File: config.mk
export PLATFORM = sky130hd
export DESIGN_NAME = pme_cfg
export DESIGN_NICKNAME = d
export VERILOG_FILES = /design/src/design/pme_pkg.sv /design/src/design/pme_cfg.sv
export SDC_FILE = /design/constraint.sdc
export NUM_CORES = 1
export LEC_CHECK = 0
export BUFFER_PORTS_ARGS = -buffer_cell sky130_fd_sc_hd__buf_4
export CAP_MARGIN = 20
export CORE_UTILIZATION = 27
export CTS_BUF_LIST = sky130_fd_sc_hd__clkbuf_8
export CTS_CLUSTER_SIZE = 16
export DETAILED_ROUTE_END_ITERATION = 8
export HOLD_SLACK_MARGIN = 0.1
export PLACE_DENSITY = 0.79
export RECOVER_POWER = 50
export SLEW_MARGIN = 20
export SYNTH_ARGS = -nofsm -noshare
export SYNTH_HDL_FRONTEND = slang
export SYNTH_SLANG_ARGS = --single-unit
File: constraint.sdc
create_clock -name clk -period 2.3 [get_ports clk]
set_input_delay 0.69 -clock clk [delete_from_list [all_inputs] [get_ports clk]]
set_output_delay 0.69 -clock clk [all_outputs]
set_load 0.02 [all_outputs]
File: src/design/pme_pkg.sv
// ----------------------------------------------------------------------------
// pme_pkg
// Shared constants, types and helper functions of the polynomial map evaluator.
// ----------------------------------------------------------------------------
package pme_pkg;

  localparam int MAX_ORDER     = 5;
  localparam int MAX_DIMENSION = 3;
  localparam int FAST_ORDER    = 2;
  localparam int DATA_W        = 32;
  localparam int FRAC_W        = 24;
  localparam int INDEX_W       = 8;

  localparam int MAX_COUNT   = (MAX_ORDER + 1) * (MAX_ORDER + 2) * (MAX_ORDER + 3) / 6;
  localparam int TABLE_DEPTH = MAX_DIMENSION * MAX_COUNT;
  localparam int MEM_AW      = $clog2(TABLE_DEPTH);
  localparam int EXP_W       = $clog2(MAX_ORDER + 1);
  localparam int CNT_W       = $clog2(MAX_COUNT + 1);
  localparam int SUM_W       = DATA_W + $clog2(MAX_COUNT) + 1;

  localparam logic signed [DATA_W-1:0] Q_ONE = DATA_W'(1) <<< FRAC_W;

  // Register indexes of the configuration port.
  localparam logic REG_DIMENSION  = 1'b0;
  localparam logic REG_POLY_ORDER = 1'b1;

  typedef struct packed {
    logic             is3d;
    logic [EXP_W-1:0] order;
  } pme_cfg_t;

  typedef enum logic [3:0] {
    ST_IDLE,
    ST_POW_MUL,
    ST_POW_WB,
    ST_CROSS_MUL,
    ST_CROSS_WB,
    ST_RD,
    ST_MA,
    ST_MB,
    ST_MC,
    ST_ACC,
    ST_DONE
  } pme_state_t;

  // Number of monomials of total order up to n, without a divider.
  function automatic logic [CNT_W-1:0] term_count(input logic is3d, input logic [EXP_W-1:0] n);
    logic [CNT_W-1:0] tri_v;
    logic [CNT_W-1:0] tet_v;
    tri_v = '0;
    tet_v = '0;
    for (int i = 0; i <= MAX_ORDER; i++) begin
      if (EXP_W'(i) <= n) begin
        tri_v = tri_v + CNT_W'(i + 1);
        tet_v = tet_v + tri_v;
      end
    end
    return is3d ? tet_v : tri_v;
  endfunction

  function automatic logic signed [DATA_W-1:0] sat_sum(input logic signed [SUM_W-1:0] v);
    if (v > SUM_W'(signed'({1'b0, {(DATA_W-1){1'b1}}}))) begin
      return {1'b0, {(DATA_W-1){1'b1}}};
    end else if (v < SUM_W'(signed'({1'b1, {(DATA_W-1){1'b0}}}))) begin
      return {1'b1, {(DATA_W-1){1'b0}}};
    end
    return v[DATA_W-1:0];
  endfunction

endpackage

File: src/design/pme_cfg.sv
// ----------------------------------------------------------------------------
// pme_cfg
// APB-style register file holding dimension and polynomial order.
// ----------------------------------------------------------------------------
module pme_cfg (
  input  logic              clk,
  input  logic              rst_n,
  input  logic              psel,
  input  logic              penable,
  input  logic              pwrite,
  input  logic [2:0]        paddr,
  input  logic [31:0]       pwdata,
  output logic [31:0]       prdata,
  output logic              pready,
  output pme_pkg::pme_cfg_t cfg
);

  logic [1:0] dim_r;
  logic [2:0] order_r;
  logic       wr_en;

  assign pready = 1'b1;
  assign wr_en  = psel && penable && pwrite;

  always_ff @(posedge clk) begin
    if (!rst_n) begin
      dim_r   <= 2'd2;
      order_r <= 3'd2;
    end else if (wr_en) begin
      unique case (paddr[2])
        pme_pkg::REG_DIMENSION:  dim_r   <= pwdata[1:0];
        pme_pkg::REG_POLY_ORDER: order_r <= pwdata[2:0];
        default: ;
      endcase
    end
  end

  always_comb begin
    unique case (paddr[2])
      pme_pkg::REG_DIMENSION:  prdata = {30'd0, dim_r};
      pme_pkg::REG_POLY_ORDER: prdata = {29'd0, order_r};
      default:                 prdata = '0;
    endcase
  end

  // Orders beyond the supported maximum are clamped.
  assign cfg.is3d  = (dim_r == 2'd3) && (pme_pkg::MAX_DIMENSION >= 3);
  assign cfg.order = (32'(order_r) > 32'(pme_pkg::MAX_ORDER)) ?
                     pme_pkg::EXP_W'(pme_pkg::MAX_ORDER) : pme_pkg::EXP_W'(order_r);

endmodule

==> results.ini <==
[floorplan]
num_rows=15
core_area_mm2=0.001745
dieArea_mm2=0.002068
die_width_um=45.48
start_util_pct=29.25
pin_count=77
die_h_um=45.48

[synthesis]
synth_commonest_cells=buf_4 (30), dfxtp_1 (5), mux2i_1 (5), nand2_1 (5), nor2b_1 (4)
synth_mux_area_share_pct=14.22
netlist_area_um2=510.5
synth-seq-cells=5
syn_inst=59
synth_top_cell_by_area=buf_4
synth-simple-area-share_pct=18.38
yosysMostFrequentCell=buf_4
ys_seq_area_share_pct=19.61
synth_ff_type=dfxtp_1
synth_compound_gate_area_share_pct=1.471
synth_edf_count=0
async_reset_ff_share_pct=0
synthTopCellsByArea=buf_4 (44%), dfxtp_1 (20%), mux2i_1 (9.8%), nor2b_1 (4.9%), nand4b_4 (4.7%)
synth_top_area_share_pct=44.12
yosysWarningCount=0
syn_avg_cell_area_um2=8.652
ys_types=13
synth_xor_area_share_pct=0
synth_top_family_by_area=buffers and inverters
synthAdderAreaFrac_pct=0

[route]
drc=0
drt_iter0_drc=0
routed_wl_um=752
viasPerCell=3.350
firstDrtPassIters=1
antenna_left=0
drt-wirelength-per-cell_um=7.520
num_vias=335

[setup_path]
max_stage_delay_ns=0.38
critPathRequiredTime_ns=1.61
crit_family=multiplexers
crit_slowest_cell=mux2_2
crit_arrival_ns=1.42
critical_path.cell_chain=clkbuf_1 -> mux2_2 -> buf_4
start_kind=input port
crit_type=input port to output pin
path_max_fanout=5
crit_path_end_kind=output pin
crit_buf_inv=2

[global_routing]
grt_pass1_wl_um=1014
overflow=0
grt_use_total_pct=7.781
grt_max_degree=9
grt_pass1_vias=275
antenna_found_initial=0

[cts]
cts-root-buf=clkbuf_8
clock_path_buffers=2
clk_latency_ns=0.22
ctsHoldBuffers=0
cts_tree=yes
postCtsSetupBuffers=0
h-tree-depth=1
clock-sinks=5
cts_resized=0
clk_pin_slew_ns=0.03
numCtsBuffers=3

[sta]
hold_viol_final=0
fin_skew_ns=0
tns_ns=0
rsz0062_at_grt=false
maxSlewViolCount=0
whs_ns=0.4808
setup_viol=0
period_minus_slack_ns=2.111
finalCritPeriodShare_pct=91.79
max_freq_mhz=473.7

[pwr]
peakVddDrop_uv=152.1
p_leak_nw=0.3137
powerDensity_mw_per_mm2=598.6

[finish]
diodes=0
drive_gt1_share_pct=24.00
syn2layout_area_growth_pct=6.373
fillers=206
register_area_um2=100.1
multi_input_area_um2=265.3
nNetsFinal=116
fin_cells=100

[placement]
dp_hpwl_um=613
placed_cells=96
port_buffers=15
gp_congestion=0.6467

[min_path]
hold_class=register to register

[run]
cap_violations=0

[outcome]
status=completed

-- stage by stage --
step | instance area (um^2) | util [%] | total power [mW] | setup WS (ns)
6_report | 543.0 | 31.11 | 0.3250 | 0.1888
5_1_grt | 543.0 | 31.11 | 0.3431 | 0.1586
4_1_cts | 575.6 | 32.97 | 0.3337 | 0.2980
3_5_place_dp | 530.5 | 30.39 | 0.1704 | 0.3054
3_3_place_gp | 530.5 | 30.39 | 0.1696 | 0.3164
2_1_floorplan | 615.6 | - | 0.1876 | 0.5551
-- worst paths after layout --
check	slack, ns	start	end	depth (start not counted)
max	0.19	paddr[2]	prdata[1]	3
min	0.48	dim_r[0]$_SDFFE_PN0P_	dim_r[0]$_SDFFE_PN0P_	2
max reg2reg	1.66	order_r[1]$_SDFFE_PN1P_	order_r[1]$_SDFFE_PN1P_	2
min reg2reg	0.48	dim_r[0]$_SDFFE_PN0P_	dim_r[0]$_SDFFE_PN0P_	2
-- layout by cell type, fill, tap and decap left out --
master | netlist | routed
conb_1 | 2 | 30
buf_4 | 30 | 12
nand2_1 | 5 | 5
mux2i_1 | 5 | 5
dfxtp_1 | 5 | 5
nor2b_1 | 4 | 4
clkbuf_8 | 0 | 3
clkbuf_1 | 1 | 3
mux2_2 | 2 | 2
a21o_1 | 1 | 1
and2_1 | 1 | 1
and2_2 | 1 | 1
nand4_1 | 0 | 1
nand4b_1 | 0 | 1
inv_1 | 0 | 1
-- where the power goes --
part	internal, mW	switching, mW	leakage [nW]
sequential	0.0892	0.00154	0.0405
clock	0.115	0.0458	0.0269
combinational	0.0166	0.0572	0.246
-- state kept, by name (all words and copies together), names as in the netlist --
signal	flops
dim_r	2
order_r	3
-- worst min-delay path, cell delays in order (launching register included) --
cell     delay (ns)
dfxtp_1        0.31
nand2_1        0.06
mux2i_1        0.06
-- layout make-up --
| class | instances | area share (%) |
|---|---|---|
| Timing Repair Buffer | 15 | 18.66 |
| Clock inverter | 1 | 0.6912 |
| Sequential cell | 5 | 18.43 |
| Tap cell | 25 | 5.760 |
| Multi-Input combinational cell | 51 | 48.85 |
| Clock buffer | 3 | 7.604 |
-- cell families (layout without fill, tap and decap cells) --
| logic type | count (synthesis) | after routing |
|---|---|---|
| other | 2 | 30 |
| AO/OA/AOI/OAI | 1 | 1 |
| buffers and inverters | 31 | 19 |
| flip-flops | 5 | 5 |
| multiplexers | 7 | 7 |
| AND/OR/NAND/NOR | 13 | 13 |
-- per-layer routing --
| metal | vias up | GRT usage [%] | routed length (um) |
|---|---|---|---|
| met3 | 3 | 4.762 | 92 |
| met5 | - | 0 | 0 |
| met2 | 28 | 13.14 | 368 |
| li1 | 157 | - | - |
| met1 | 147 | 5.967 | 261 |
| met4 | 0 | 7.273 | 30 |
Note: power is estimated with default switching activity, not from simulation.
