<file path="src/design/pme_pkg.sv">
// ----------------------------------------------------------------------------
// pme_pkg
// Shared constants, types and helper functions of the polynomial map evaluator.
// ----------------------------------------------------------------------------
package pme_pkg;

  localparam int MAX_ORDER     = 5;
  localparam int MAX_DIMENSION = 3;
  localparam int FAST_ORDER    = 2;
  localparam int DATA_W        = 32;
  localparam int FRAC_W        = 24;
  localparam int INDEX_W       = 8;

  localparam int MAX_COUNT   = (MAX_ORDER + 1) * (MAX_ORDER + 2) * (MAX_ORDER + 3) / 6;
  localparam int TABLE_DEPTH = MAX_DIMENSION * MAX_COUNT;
  localparam int MEM_AW      = $clog2(TABLE_DEPTH);
  localparam int EXP_W       = $clog2(MAX_ORDER + 1);
  localparam int CNT_W       = $clog2(MAX_COUNT + 1);
  localparam int SUM_W       = DATA_W + $clog2(MAX_COUNT) + 1;

  localparam logic signed [DATA_W-1:0] Q_ONE = DATA_W'(1) <<< FRAC_W;

  // Register indexes of the configuration port.
  localparam logic REG_DIMENSION  = 1'b0;
  localparam logic REG_POLY_ORDER = 1'b1;

  typedef struct packed {
    logic             is3d;
    logic [EXP_W-1:0] order;
  } pme_cfg_t;

  typedef enum logic [3:0] {
    ST_IDLE,
    ST_POW_MUL,
    ST_POW_WB,
    ST_CROSS_MUL,
    ST_CROSS_WB,
    ST_RD,
    ST_MA,
    ST_MB,
    ST_MC,
    ST_ACC,
    ST_DONE
  } pme_state_t;

  // Number of monomials of total order up to n, without a divider.
  function automatic logic [CNT_W-1:0] term_count(input logic is3d, input logic [EXP_W-1:0] n);
    logic [CNT_W-1:0] tri_v;
    logic [CNT_W-1:0] tet_v;
    tri_v = '0;
    tet_v = '0;
    for (int i = 0; i <= MAX_ORDER; i++) begin
      if (EXP_W'(i) <= n) begin
        tri_v = tri_v + CNT_W'(i + 1);
        tet_v = tet_v + tri_v;
      end
    end
    return is3d ? tet_v : tri_v;
  endfunction

  function automatic logic signed [DATA_W-1:0] sat_sum(input logic signed [SUM_W-1:0] v);
    if (v > SUM_W'(signed'({1'b0, {(DATA_W-1){1'b1}}}))) begin
      return {1'b0, {(DATA_W-1){1'b1}}};
    end else if (v < SUM_W'(signed'({1'b1, {(DATA_W-1){1'b0}}}))) begin
      return {1'b1, {(DATA_W-1){1'b0}}};
    end
    return v[DATA_W-1:0];
  endfunction

endpackage

</file>
<file path="src/design/pme_qmul.sv">
// ----------------------------------------------------------------------------
// pme_qmul
// Q8.24 multiplier: registered product, then round half up and saturate.
// ----------------------------------------------------------------------------
module pme_qmul (
  input  logic                              clk,
  input  logic signed [pme_pkg::DATA_W-1:0] a,
  input  logic signed [pme_pkg::DATA_W-1:0] b,
  output logic signed [pme_pkg::DATA_W-1:0] res,
  output logic                              sat
);

  localparam int PW = 2 * pme_pkg::DATA_W;
  localparam int SW = PW - pme_pkg::FRAC_W;

  logic signed [PW-1:0] prod_r;
  logic signed [PW-1:0] rnd;
  logic signed [SW-1:0] shf;

  always_ff @(posedge clk) begin
    prod_r <= a * b;
  end

  // The product of two 32-bit values stays well below the 64-bit limit,
  // so adding the rounding half cannot wrap.
  assign rnd = prod_r + (PW'(1) <<< (pme_pkg::FRAC_W - 1));
  assign shf = SW'(rnd >>> pme_pkg::FRAC_W);

  always_comb begin
    sat = 1'b0;
    res = shf[pme_pkg::DATA_W-1:0];
    if (shf > SW'(signed'({1'b0, {(pme_pkg::DATA_W-1){1'b1}}}))) begin
      sat = 1'b1;
      res = {1'b0, {(pme_pkg::DATA_W-1){1'b1}}};
    end else if (shf < SW'(signed'({1'b1, {(pme_pkg::DATA_W-1){1'b0}}}))) begin
      sat = 1'b1;
      res = {1'b1, {(pme_pkg::DATA_W-1){1'b0}}};
    end
  end

endmodule

</file>
<file path="config.mk">
export PLATFORM = sky130hd
export DESIGN_NAME = pme_qmul
export DESIGN_NICKNAME = d
export VERILOG_FILES = /design/src/design/pme_pkg.sv /design/src/design/pme_qmul.sv
export SDC_FILE = /design/constraint.sdc
export NUM_CORES = 2
export LEC_CHECK = 0
export ABC_AREA = 1
export BUFFER_PORTS_ARGS = -buffer_cell sky130_fd_sc_hd__buf_4
export CORE_MARGIN = 4
export CORE_UTILIZATION = 59
export CTS_BUF_LIST = sky130_fd_sc_hd__clkbuf_4 sky130_fd_sc_hd__clkbuf_8
export DETAILED_ROUTE_END_ITERATION = 8
export GPL_ROUTABILITY_DRIVEN = 0
export PLACE_DENSITY = 0.79
export SYNTH_ARGS = -nofsm -noshare
export SYNTH_HDL_FRONTEND = slang
export SYNTH_SLANG_ARGS = --single-unit
</file>
<file path="constraint.sdc">
create_clock -name clk -period 6.95 [get_ports clk]
set_clock_uncertainty 0.05 [all_clocks]
set_input_delay 0.695 -clock clk [delete_from_list [all_inputs] [get_ports clk]]
set_output_delay 0.695 -clock clk [all_outputs]
set_load 0.02 [all_outputs]
</file>
==> summary.md <==
| Metric | Value |
|---|---|
| Fmax | `134 MHz` |
| Global route overflow | `0` |
| Gr busiest metal | `met2` |
| GRT Resource Usage Total | `32.3%` |
| Chip height | `269 um` |
| Post-Syn Area | `40,100 sq um` |
| Mapped Avg Cell Area | `7.74 sq um` |
| XOR/XNOR Fraction of Synth Area | `1.14%` |
| CTS max path bufs | `2` |
| Crit path max-delay cell type | `fa_1` |
| Setup ws final | `-527 ps` |
| CP max stage delay | `730 ps` |
| Cells after Synth | `5,177` |
| Max reg flops | `41` |
| CP dominant cell by count | `fa_1` |
| Post-Synth Adder-Cell Area | `59.6%` |
| Die span in x | `269 um` |
| Top reg by flops | `prod_r` |
| DRT iter0 DRCs | `3,176` |
| Post-DP HPWL | `99,300 um` |
| Final setup vio count | `26` |
| Bufs and invs on worst path | `6` |
| Reg area | `821 sq um` |
| Core Util, Final | `70.7%` |
| Count of final hold-check violations | `0` |
| Final period util | `108%` |
| Hold Path Class | `in -> reg` |
| Critical path required time | `7090 ps` |
| Post-Route WL | `122,000 um` |
| Drt first pass iters | `7` |
| Area Overhead vs Synth | `18.6%` |
| Max-slew headroom | `28.9%` |
| Layout cell share with drive strength beyond 1 | `16.8%` |
| CP Cell Sequence | `buf_8 > buf_12 > nand2_4 > inv_2 > fa_1 > fa_1 > fa_2 > buf_6 > buf_12 > buf_4 > fa_1 > fa_1 > fa_1 > fa_2 > fa_1 > ha_4 > a21oi_1 > o21ai_0 > a21oi_2 > o21ai_1 > a21oi_2 > nand2_2 > nand2_1 > nand2_1` |
| EDFF count, synth | `0` |
| Met3 usage | `6.21%` |
| Mapped Nets | `6,504` |
| Vias | `34,900` |
| Number of max-cap violations | `0` |
| Multi-input gate area | `34,100 sq um` |
| Crit-path leading delay family | `adder cells` |
| Post-route minimum period | `7480 ps` |
| Top cell type's share of synthesized area | `54.0%` |
| CP max FO | `8` |
| DR DRC count | `0` |
| Worst Tran Pin Value | `1070 ps` |
| Compound-Gate Fraction of Synth Area | `2.47%` |
| CTS tree | `yes` |
| H-tree Lvls | `2` |
| Post-synthesis register bit count | `41` |
| Largest family of logic cells by synthesized area | `adder cells` |
| Synth area leader | `fa_1` |
| GR Layer Usage met2 | `55.5%` |
| Worst Setup Start Kind | `input pin` |
| Initial antenna violation count | `0` |
| Die area | `72,200 sq um` |
| Largest regs | `prod_r x41` |
| Netlist cell types | `36` |
| I/O Buffers | `97` |
| Num CTS Buffers | `5` |
| Synth top cells by count | `inv_1 (1,642), nand2_1 (1,434), fa_1 (1,081)` |
| Crit. End Element | `register` |
| Warning count from the yosys run | `0` |
| Post-CTS Hold Fix Bufs | `0` |
| Post-DR vias/cell | `5.46` |
| Initial Utilization | `59.6%` |
| WP data arrival | `7610 ps` |
| Most common cell in the synthesized netlist | `inv_1` |
| Fin Hold WS | `1450 ps` |
| Wirelength per Cell | `19.0 um` |
| Core area | `67,300 sq um` |
| Fillers | `4,745` |
| Ys async rst share | `0%` |
| Max Transition Viols Final | `0` |
| Vias in the first global route | `37,400` |
| Largest net degree at the start of global routing | `33` |
| Num ports | `98` |
| CTS sink cnt | `41` |
| Post-Synth Simple-Gate Area | `17.4%` |
| ANT nets after route | `0` |
| Synth area leaders | `fa_1 (54%), inv_1 (15%), nand2_1 (13%)` |
| FP Rows | `95` |
| Seq/Total Area, Yosys | `2.05%` |
| Failing checks | `negative setup slack` |
| Post-layout nets | `6,854` |
| Main synth FF type | `dfxtp_1` |
| RSZ-0062 raised after global routing | `true` |
| Mux share of post-synthesis cell area | `0%` |
| Outcome | `finished with violations` |
| Met1 GRT Util | `39.2%` |
| Clock Pin Slew Worst Setup and Hold Paths | `80 ps` |
| First-pass GRT wire length | `185,000 um` |
| Crit Path Class | `in -> reg` |
| Clock Tree Root | `clkbuf_8` |
[cells by family after synthesis]
family                   count (synthesis)
adder cells (fa/ha/maj)               1262
XOR/XNOR                                52
AO/OA/AOI/OAI                          182
buffers and inverters                 1842
flip-flops                              41
AND/OR/NAND/NOR                       1798
[cells in the final DEF, fill, tap and decap left out, drive strengths merged]
master / n
buf: 531
a21boi: 7
or2: 9
bufinv: 1
and2: 1
nand3: 65
nand3b: 2
o21ai: 62
nor4b: 2
a31oi: 3
and3: 6
ha: 181
inv: 1643
diode: 2
a21oi: 88
o21a: 5
xnor2: 17
dfxtp: 41
nor2: 239
nor3: 15
or3: 1
clkinv: 1
clkbuf: 15
nand2: 1436
fa: 1081
xor2: 35
nand4: 15
nor4: 7
a21o: 3
o211ai: 1
clkinvlp: 1
o21bai: 12
o22ai: 1
[area by class of cell]
type,instances,share of cell area [%]
Multi-Input combinational cell,3294,71.7
Inverter,1644,13.0
Timing Repair Buffer,541,11.0
Tap cell,873,2.30
Sequential cell,41,1.73
Clock buffer,5,0.145
Clock inverter,2,0.0737
Antenna cell,2,0.0105
[path summary, 6_finish.rpt]
check  start                 end  slack [ps]  cells past startpoint
min     a[1]  prod_r[53]$_DFF_P_        1450                     10
max     b[3]  prod_r[61]$_DFF_P_        -530                     24
[metrics by stage]
stage,cell area [sq um],setup slack (ps),setup TNS (ps),std cells
final,47500,-527,-7710,6402
after floorplan,40400,-211,-2210,5177
after CTS,45200,5.23,0,6352
after global placement,45000,-511,-10200,6346
after detailed placement,45000,-551,-13730,6346
after global routing,47500,-621,-11300,6400
[repair_timing]
item,in CTS,in global routing
pin swaps,5,205
gates cloned,0,10
resized for setup,30,518
buffers inserted,0,38
endpoints found under the setup margin,23,41
[layer usage]
metal	share of wire, %	routed length, um
met5	0	0
met1	34	41200
met2	48	58700
met3	10	12300
met4	7.7	9390
[tightest hold or removal path: stages]
cell and delay [ps]:
buf_4 190, buf_4 220, nand4_1 130, nor2_1 50, nand3_1 70, or3_1 100, nand2_1 70, nand2_1 100
nand4_1 70, nand2_1 60
Power is left out: the tool's default activity adds up to more than one toggle a clock period on the data nets, which glitch-free logic cannot reach.
